File: src/rode_pkg.sv
// Shared types, constants and the step microcode of the Riccati ODE stepper.
package rode_pkg;

  localparam int unsigned FracBitsDef = 40;
  localparam int unsigned DataW       = 64;
  localparam int unsigned StepW       = 41;
  localparam int unsigned IhsW        = 63;
  localparam int unsigned CfgIdxW     = 2;
  localparam int unsigned CfgDataW    = 63;

  localparam logic [CfgIdxW-1:0] RegMethod = 2'd0;
  localparam logic [CfgIdxW-1:0] RegStep   = 2'd1;
  localparam logic [CfgIdxW-1:0] RegIhs    = 2'd2;

  localparam logic [1:0]       MethodRst = 2'd0;
  localparam logic [StepW-1:0] StepRst   = 41'd10995116;
  localparam logic [IhsW-1:0]  IhsRst    = 63'd54975581388800000;

  localparam logic [1:0] MethExplicit = 2'd0;
  localparam logic [1:0] MethImplicit = 2'd1;
  localparam logic [1:0] MethMidpoint = 2'd2;

  localparam logic [1:0] StatOk  = 2'd0;
  localparam logic [1:0] StatOvf = 2'd1;
  localparam logic [1:0] StatNeg = 2'd2;

  localparam logic [DataW-1:0] SMax = {1'b0, {(DataW-1){1'b1}}};
  localparam logic [DataW-1:0] SMin = {1'b1, {(DataW-1){1'b0}}};

  typedef enum logic [1:0] {
    OP_ADD,
    OP_SUB,
    OP_MUL,
    OP_SQRT
  } op_e;

  typedef enum logic [3:0] {
    SRC_R0,
    SRC_R1,
    SRC_R2,
    SRC_R3,
    SRC_Y,
    SRC_H,
    SRC_C,
    SRC_IHS,
    SRC_XP,
    SRC_XN,
    SRC_ONE
  } src_e;

  typedef struct packed {
    op_e  op;
    src_e a;
    src_e b;
    src_e dst;
    logic last;
  } uop_t;

  typedef struct packed {
    logic load;
    logic zero_y;
    logic start;
    uop_t uop;
    logic out_load;
  } cmd_t;

  typedef struct packed {
    logic done;
    logic neg;
  } dp_stat_t;

  function automatic uop_t mk(op_e op, src_e a, src_e b, src_e dst, logic last);
    uop_t u;
    u.op   = op;
    u.a    = a;
    u.b    = b;
    u.dst  = dst;
    u.last = last;
    return u;
  endfunction

  function automatic uop_t ucode(logic [1:0] method, logic [3:0] pc);
    uop_t u;
    u = mk(OP_ADD, SRC_Y, SRC_R0, SRC_Y, 1'b1);
    case (method)
      MethImplicit: begin
        case (pc)
          4'd0:  u = mk(OP_MUL,  SRC_H,   SRC_Y,   SRC_R0, 1'b0);
          4'd1:  u = mk(OP_ADD,  SRC_R0,  SRC_R0,  SRC_R0, 1'b0);
          4'd2:  u = mk(OP_ADD,  SRC_R0,  SRC_R0,  SRC_R0, 1'b0);
          4'd3:  u = mk(OP_MUL,  SRC_H,   SRC_XN,  SRC_R1, 1'b0);
          4'd4:  u = mk(OP_MUL,  SRC_R1,  SRC_R1,  SRC_R1, 1'b0);
          4'd5:  u = mk(OP_ADD,  SRC_R1,  SRC_R1,  SRC_R1, 1'b0);
          4'd6:  u = mk(OP_ADD,  SRC_R1,  SRC_R1,  SRC_R1, 1'b0);
          4'd7:  u = mk(OP_SUB,  SRC_ONE, SRC_R0,  SRC_R2, 1'b0);
          4'd8:  u = mk(OP_SUB,  SRC_R2,  SRC_R1,  SRC_R2, 1'b0);
          4'd9:  u = mk(OP_SQRT, SRC_R2,  SRC_R2,  SRC_R3, 1'b0);
          4'd10: u = mk(OP_SUB,  SRC_ONE, SRC_R3,  SRC_R3, 1'b0);
          default: u = mk(OP_MUL, SRC_R3, SRC_IHS, SRC_Y,  1'b1);
        endcase
      end
      MethMidpoint: begin
        case (pc)
          4'd0:  u = mk(OP_MUL, SRC_XP, SRC_XP, SRC_R0, 1'b0);
          4'd1:  u = mk(OP_MUL, SRC_Y,  SRC_Y,  SRC_R1, 1'b0);
          4'd2:  u = mk(OP_ADD, SRC_R0, SRC_R1, SRC_R0, 1'b0);
          4'd3:  u = mk(OP_ADD, SRC_XP, SRC_C,  SRC_R2, 1'b0);
          4'd4:  u = mk(OP_MUL, SRC_C,  SRC_R0, SRC_R0, 1'b0);
          4'd5:  u = mk(OP_ADD, SRC_Y,  SRC_R0, SRC_R3, 1'b0);
          4'd6:  u = mk(OP_MUL, SRC_R2, SRC_R2, SRC_R0, 1'b0);
          4'd7:  u = mk(OP_MUL, SRC_R3, SRC_R3, SRC_R1, 1'b0);
          4'd8:  u = mk(OP_ADD, SRC_R0, SRC_R1, SRC_R0, 1'b0);
          4'd9:  u = mk(OP_MUL, SRC_H,  SRC_R0, SRC_R0, 1'b0);
          default: u = mk(OP_ADD, SRC_Y, SRC_R0, SRC_Y,  1'b1);
        endcase
      end
      default: begin
        case (pc)
          4'd0:  u = mk(OP_MUL, SRC_XP, SRC_XP, SRC_R0, 1'b0);
          4'd1:  u = mk(OP_MUL, SRC_Y,  SRC_Y,  SRC_R1, 1'b0);
          4'd2:  u = mk(OP_ADD, SRC_R0, SRC_R1, SRC_R0, 1'b0);
          4'd3:  u = mk(OP_MUL, SRC_H,  SRC_R0, SRC_R0, 1'b0);
          default: u = mk(OP_ADD, SRC_Y, SRC_R0, SRC_Y,  1'b1);
        endcase
      end
    endcase
    return u;
  endfunction

endpackage

File: src/rode_ctrl.sv
// Sequencer that walks the step microcode and drives the output handshake.
module rode_ctrl (
  input  logic                clk_i,
  input  logic                rst_ni,
  input  logic [1:0]          method_i,
  input  logic                in_valid_i,
  output logic                in_ready_o,
  input  logic                restart_i,
  output logic                out_valid_o,
  input  logic                out_ready_i,
  output rode_pkg::cmd_t      cmd_o,
  input  rode_pkg::dp_stat_t  stat_i
);

  localparam logic [1:0] StIdle  = 2'd0;
  localparam logic [1:0] StIssue = 2'd1;
  localparam logic [1:0] StWait  = 2'd2;
  localparam logic [1:0] StFin   = 2'd3;

  logic [1:0]     state_q, state_d;
  logic [3:0]     pc_q, pc_d;
  logic           out_valid_q, out_valid_d;
  rode_pkg::uop_t uop;

  assign uop         = rode_pkg::ucode(method_i, pc_q);
  assign in_ready_o  = (state_q == StIdle);
  assign out_valid_o = out_valid_q;

  always_comb begin
    state_d      = state_q;
    pc_d         = pc_q;
    cmd_o        = '0;
    cmd_o.uop    = uop;
    out_valid_d  = out_valid_q && !out_ready_i;
    case (state_q)
      StIdle: begin
        if (in_valid_i) begin
          cmd_o.load = 1'b1;
          pc_d       = 4'd0;
          if (restart_i) begin
            cmd_o.zero_y = 1'b1;
            state_d      = StFin;
          end else begin
            state_d = StIssue;
          end
        end
      end
      StIssue: begin
        cmd_o.start = 1'b1;
        state_d     = StWait;
      end
      StWait: begin
        if (stat_i.done) begin
          if (stat_i.neg || uop.last) begin
            state_d = StFin;
          end else begin
            pc_d    = pc_q + 4'd1;
            state_d = StIssue;
          end
        end
      end
      StFin: begin
        if (!out_valid_q || out_ready_i) begin
          cmd_o.out_load = 1'b1;
          out_valid_d    = 1'b1;
          state_d        = StIdle;
        end
      end
      default: state_d = StIdle;
    endcase
  end

  always_ff @(posedge clk_i or negedge rst_ni) begin
    if (!rst_ni) begin
      state_q     <= StIdle;
      pc_q        <= 4'd0;
      out_valid_q <= 1'b0;
    end else begin
      state_q     <= state_d;
      pc_q        <= pc_d;
      out_valid_q <= out_valid_d;
    end
  end

endmodule

File: config.mk
export PLATFORM = sky130hd
export DESIGN_NAME = rode_ctrl
export DESIGN_NICKNAME = d
export VERILOG_FILES = /design/src/rode_pkg.sv /design/src/rode_ctrl.sv
export SDC_FILE = /design/constraint.sdc
export NUM_CORES = 1
export LEC_CHECK = 0
export ABC_AREA = 1
export BUFFER_PORTS_ARGS = -buffer_cell sky130_fd_sc_hd__buf_4
export CAP_MARGIN = 20
export CORE_ASPECT_RATIO = 1.25
export CORE_MARGIN = 2
export CORE_UTILIZATION = 48
export CTS_BUF_LIST = sky130_fd_sc_hd__clkbuf_4 sky130_fd_sc_hd__clkbuf_8
export DETAILED_ROUTE_END_ITERATION = 7
export GPL_TIMING_DRIVEN = 0
export PLACE_DENSITY = 0.74
export SLEW_MARGIN = 10
export SYNTH_ARGS = -nofsm -noshare
export SYNTH_HDL_FRONTEND = slang
export SYNTH_SLANG_ARGS = --single-unit
export TNS_END_PERCENT = 100
File: constraint.sdc
create_clock -name clk_i -period 2 [get_ports clk_i]
set_input_delay 0.3 -clock clk_i [delete_from_list [all_inputs] [get_ports clk_i]]
set_output_delay 0.3 -clock clk_i [all_outputs]
set_load 0.01 [all_outputs]
==> results.ini, run 1 <==
[status]
status = complete, but fails checks
violations = negative setup slack

[worst_hold_path]
min_path_type = in2reg

[timing]
hold_violations = 0
rsz0062_at_grt = true
period_needed_ns = 2.05
finClkSkew_ns = 0.00151
drv_slew = 0
fmax_ghz = 0.488
post-route-period-util = 1.03
layout_setup_ws_ns = -0.0502
setup_viol = 6

[route]
wl_per_cell_um = 15.4
drtIter0Drc = 79
drtPass1Iterations = 5
routed_wl_mm = 3.78
drc = 0
ant_nets = 0
viasPerCell = 5.73
num_vias = 1403

[synthesis]
synth_warnings = 0
ys_async_sr_fraction = 1.00
syn_nets = 187
ys_seq_area_frac = 0.158
avgSynthCellArea_um2 = 6.63
synth_edf_count = 0
synth_cell_types = 34
mappedNetlistArea_um2 = 1110
syn_inst = 167
synth-seq-cells = 7
dominantRegCellSynth = dfrtp_1

[critical_path]
crit_arrival_ns = 1.75
worstSetupStartpointType = flop
endpoint_kind = output port
path_class = reg2out
critPathRequiredTime_ns = 1.70
path_max_fanout = 6
r2r_slack_ns = 0.32

[clocking]
clk_pin_slew_ns = 0.05
root_buffer = clkbuf_4
clock-sinks = 7
h-tree-depth = 1
cts_max_path_buffers = 2
cts_tree = yes
cts-buffers-inserted = 3
clk_latency_ns = 0.25

[die]
die_w_um = 47.0
boundaryPins = 30
dieArea_um2 = 2710
fp.coreArea_um2 = 2190
fp.dieH_um = 57.7
rows = 19
start_util = 0.506

[placed_design]
gp_congestion = 0.962
placedCellCount = 226
dp_slack_ns = -0.0546
port_buffers = 28
dp_hpwl_mm = 2.38

[cells_and_area]
drive_gt1_frac = 0.491
fin_cells = 245
nets = 235
nFillCells = 159
area_delta_synth_final_pct = 53.2
n_antenna_cell = 0

[global_route]
grt_pass1_vias = 1202
grt_max_degree = 12
grt.total_usage = 0.248
grt_pass1_wl_mm = 5.06
antenna_found_initial = 0
grt_overflow_total = 0

[power]
power_mw = 1.90
power_density_nw_per_um2 = 1120
ir_drop_mv = 0.962
p_leak_nw = 0.819

[flow_run]
max_cap_violations = 0

[critical path, stage by stage (launching register included)]
cell      delay, ns
dfrtp_2        0.48
buf_6          0.16
ha_4           0.18
or2_4          0.25
o211ai_1       0.16
a31oi_4        0.13
buf_6          0.14
[routing by layer]
metal  part of all wire  global-route usage
met1               0.33               0.260
met2               0.51               0.460
met3               0.11              0.0343
met4              0.052               0.107
met5                  0                   0
[layout make-up]
type / count / area [um2] / area share
multi-input cells: 129 / 940 / 0.554
repair buffers: 43 / 340 / 0.201
flip-flops and latches: 7 / 178 / 0.105
inverters: 23 / 93.8 / 0.0553
plain buffers: 8 / 76.3 / 0.0450
well taps: 31 / 38.8 / 0.0229
clock buffers: 4 / 30.0 / 0.0177
[path summary, 6_finish.rpt]
| check | cells after the start | startpoint | to |
|---|---|---|---|
| setup / recovery | 6 | pc_q[0] | cmd_o[2] |
| hold / removal | 4 | out_ready_i | out_valid_o |
| setup reg to reg | 12 | pc_q[2] | pc_q[0] |
| hold reg to reg | 2 | out_valid_o | out_valid_o |
| max in group asynchronous | 2 | rst_ni | pc_q[1] |
| min in group asynchronous | 2 | rst_ni | state_q[0] |
[cells in the final DEF, fill, tap and decap left out, types with 3 or more instances in the layout]
cell type,instances
nand3_2,3
nor2_1,14
buf_4,40
inv_2,3
nand2_1,29
ha_4,6
o21ai_0,4
dfrtp_1,5
nand3_1,17
a21oi_2,5
inv_1,17
nand2_4,3
buf_6,7
ha_1,3
inv_4,3
o22ai_1,3
nand2_2,11
clkbuf_4,5
[power by group]
part / internal (mW) / switching [mW]
clock: 0.0894 / 0.0480
combinational: 0.656 / 0.800
sequential: 0.196 / 0.106
total: 0.941 / 0.954
[registers in the layout, summed over array words and instances, names as in the netlist]
name,flops
state_q,2
pc_q,4
out_valid_o,1
[what timing repair did]
action / 4_1_cts / 5_1_grt
pin swaps: 2 / 15
setup endpoints to repair: 14 / 14
hold buffers: 1 / 0
endpoints found under the hold margin: 7 / 0
gates resized for setup: 11 / 40
buffers inserted: 6 / 8
[synthesized netlist by cell type, types with 4 or more instances]
library cell	number	area, um2
o21ai_0	5	25.0
dfrtp_1	7	175
nand2_1	36	135
a21oi_1	6	30.0
nand2_2	4	25.0
nand3_1	18	90.1
inv_1	21	78.8
ha_1	11	138
nor2_1	16	60.1
[through the flow]
stage / utilization / hold WS (ns) / setup TNS (ns) / cell area, um2
5_1_grt: 0.776 / 0.339 / -0.760 / 1700
2_1_floorplan: - / 0.00441 / 0 / 1110
4_1_cts: 0.675 / 0.301 / -0.0113 / 1480
6_report: 0.776 / 0.305 / -0.130 / 1700
3_3_place_gp: 0.620 / 0.113 / -0.0325 / 1360
3_5_place_dp: 0.620 / 0.114 / -0.0720 / 1360
[cells by family after synthesis]
logic type	Yosys count	share of synthesized area
buf+inv	31	0.140
compound gates	27	0.166
simple gates	90	0.408
fa+ha+maj	11	0.124
other cells	1	0.00339
flops	7	0.158
No activity file was read; power rests on OpenSTA's default activity.
==> run 2: changes to the inputs <==
- CTS_CLUSTER_SIZE: default -> 25
- clock period: 2 -> 1.9 ns (I/O delays scaled with it)
==> run 2 against run 1 <==
  * Worst hold slack worse by 0.017 ns
  * Clock power is 7% higher
  * Wire length is 3.3% higher
  * Register-to-register slack worse by 0.09 ns
  * The flow still finishes with violations (negative setup slack)
  * First-iteration DRC count is 8.9% lower
  * Via count is 1.3% higher
==> results.ini, run 2 (synthesis results as in run 1) <==
[clocking]
clock-sinks = 7  ; unchanged
root_buffer = clkbuf_4  ; unchanged
cts_tree = yes  ; unchanged
cts_max_path_buffers = 2  ; unchanged
clk_latency_ns = 0.25  ; about the same
cts-buffers-inserted = 3  ; unchanged
h-tree-depth = 1  ; unchanged
clk_pin_slew_ns = 0.05  ; about the same

[timing]
post-route-period-util = 1.05
setup_viol = 11  ; was 6
layout_setup_ws_ns = -0.100  ; was -0.0502 ns
rsz0062_at_grt = true  ; unchanged
worst_hold_slack_ns = 0.288  ; was 0.305 ns
fmax_ghz = 0.500
finClkSkew_ns = 0.00160  ; was 0.00151 ns
period_needed_ns = 2.00
drv_slew = 0  ; unchanged
setup-tns-final_ns = -0.492  ; was -0.130 ns
hold_violations = 0  ; unchanged

[cells_and_area]
nets = 240  ; was 235
n_antenna_cell = 0  ; unchanged
multi_input_area_um2 = 957  ; was 940 um2
final_common_cell = buf_4  ; unchanged
largest_reg_flops = 4  ; unchanged
layout.area.seq_um2 = 178  ; unchanged
drive_gt1_frac = 0.530  ; was 0.491
area_delta_synth_final_pct = 59.5  ; was 53.2%
final_cell_area_um2 = 1770  ; was 1700 um2
nFillCells = 145  ; was 159
regMostFlops = pc_q  ; unchanged
fin_cells = 250  ; was 245
layout_common_cells = buf_4 (44), nand2_1 (26), inv_1 (16), nand3_1 (16)  ; was buf_4 (40), nand2_1 (29), inv_1 (17), nand3_1 (17), nor2_1 (14)

[placed_design]
dp_hpwl_mm = 2.38  ; unchanged
gp_congestion = 0.962  ; unchanged
place_area_um2 = 1360  ; unchanged
port_buffers = 28  ; unchanged
placedCellCount = 226  ; unchanged

[critical_path]
endpoint_kind = output port  ; unchanged
critPathRequiredTime_ns = 1.62  ; was 1.70 ns
worst_path_max_delay_cell = dfrtp_2  ; unchanged
worstSetupStartpointType = flop  ; unchanged
slowest_delay_ns = 0.45  ; was 0.48 ns
path_cells = inv_4 > ha_1 > or2_1 > nand3_1 > nand2_1 > a31oi_1 > buf_4  ; was buf_6 > ha_4 > or2_4 > o211ai_1 > a31oi_4 > buf_6
path_max_fanout = 5  ; was 6
path_class = reg2out  ; unchanged
crit_arrival_ns = 1.72  ; was 1.75 ns

[status]
violations = negative setup slack  ; unchanged
status = complete, but fails checks  ; unchanged

[route]
drtPass1Iterations = 4  ; was 5
routed_wl_mm = 3.90  ; was 3.78 mm
wl_per_cell_um = 15.6  ; was 15.4 um
viasPerCell = 5.68  ; was 5.73
drc = 0  ; unchanged
ant_nets = 0  ; unchanged
num_vias = 1421  ; was 1403
drtIter0Drc = 72  ; was 79

[die]
fp.coreArea_um2 = 2190  ; unchanged
start_util = 0.506  ; unchanged
fp.dieH_um = 57.7  ; unchanged
dieArea_um2 = 2710  ; unchanged
boundaryPins = 30  ; unchanged
die_w_um = 47.0  ; unchanged
rows = 19  ; unchanged

[flow_run]
max_cap_violations = 0  ; unchanged

[worst_hold_path]
min_path_type = in2reg  ; unchanged

[global_route]
grt_overflow_total = 0  ; unchanged
grt_pass1_wl_mm = 5.62  ; was 5.06 mm
grt.total_usage = 0.276  ; was 0.248
antenna_found_initial = 0  ; unchanged
grt_max_degree = 11  ; was 12
grt_pass1_vias = 1301  ; was 1202

[power]
power_mw = 2.06  ; was 1.90 mW
power_density_nw_per_um2 = 1160  ; was 1120 nW/um2
p_leak_nw = 0.846  ; was 0.819 nW
ir_drop_mv = 0.944  ; was 0.962 mV

==> run 2: cell count changes in the layout (fill, tap and decap cells not counted), moves of 2 or more <==
cell     previous run  this run
buf_6               7         9
nor2_1             14        12
ha_2                2         4
nand2_4             3         5
nand2_1            29        26
buf_4              40        44
a21oi_2             5         3
==> run 2: per-layer routing <==
metal,GRT usage,part of all wire
met5,0,0
met4,0.139,0.051
met3,0.0280,0.085
met2,0.497,0.51
met1,0.303,0.35
==> run 2: repair_timing <==
| action | 4_1_cts | 5_1_grt |
|---|---|---|
| hold endpoints to repair | 7 | 0 |
| buffers inserted | 13 | 6 |
| pin swaps | 12 | 12 |
| endpoints found under the setup margin | 16 | 14 |
| gates resized for setup | 35 | 28 |
| hold buffers | 1 | 0 |
==> run 2: worst max-delay path, delay by kind of cell, from the launching register on <==
family | cells | cell delay [ns]
AND/OR/NAND/NOR | 3 | 0.43
AO/OA/AOI/OAI | 1 | 0.14
adder cells (fa/ha/maj) | 1 | 0.21
buffers and inverters | 2 | 0.23
flip-flops | 1 | 0.45
==> run 2: per-stage QoR <==
| stage | utilization | setup WS (ns) |
|---|---|---|
| 2_1_floorplan | - | 0.0927 |
| 3_3_place_gp | 0.620 | -0.117 |
| 3_5_place_dp | 0.620 | -0.140 |
| 4_1_cts | 0.743 | -0.0514 |
| 5_1_grt | 0.808 | -0.167 |
| 6_report | 0.808 | -0.100 |
==> run 2: path summary, 6_finish.rpt <==
check	slack, ns	endpoint	depth (start not counted)	from
setup / recovery	-0.10	cmd_o[15]	7	pc_q[1]
hold / removal	0.29	out_valid_o	4	out_ready_i
setup reg to reg	0.23	pc_q[2]	11	pc_q[0]
hold reg to reg	0.50	out_valid_o	2	out_valid_o
max in group asynchronous	1.39	pc_q[1]	2	rst_ni
min in group asynchronous	0.37	state_q[0]	2	rst_ni
==> run 2: report_power, final <==
group / total, mW / switching [mW] / internal [mW]
Sequential: 0.316 / 0.110 / 0.207
Combinational: 1.59 / 0.856 / 0.739
Clock: 0.146 / 0.0522 / 0.0942
==> run 2: area by class of cell <==
class,count,share of cell area
Buffer,8,0.0411
Clock buffer,4,0.0170
Inverter,23,0.0574
Multi-Input combinational cell,129,0.542
Sequential cell,7,0.101
Tap cell,31,0.0220
Timing Repair Buffer,48,0.220
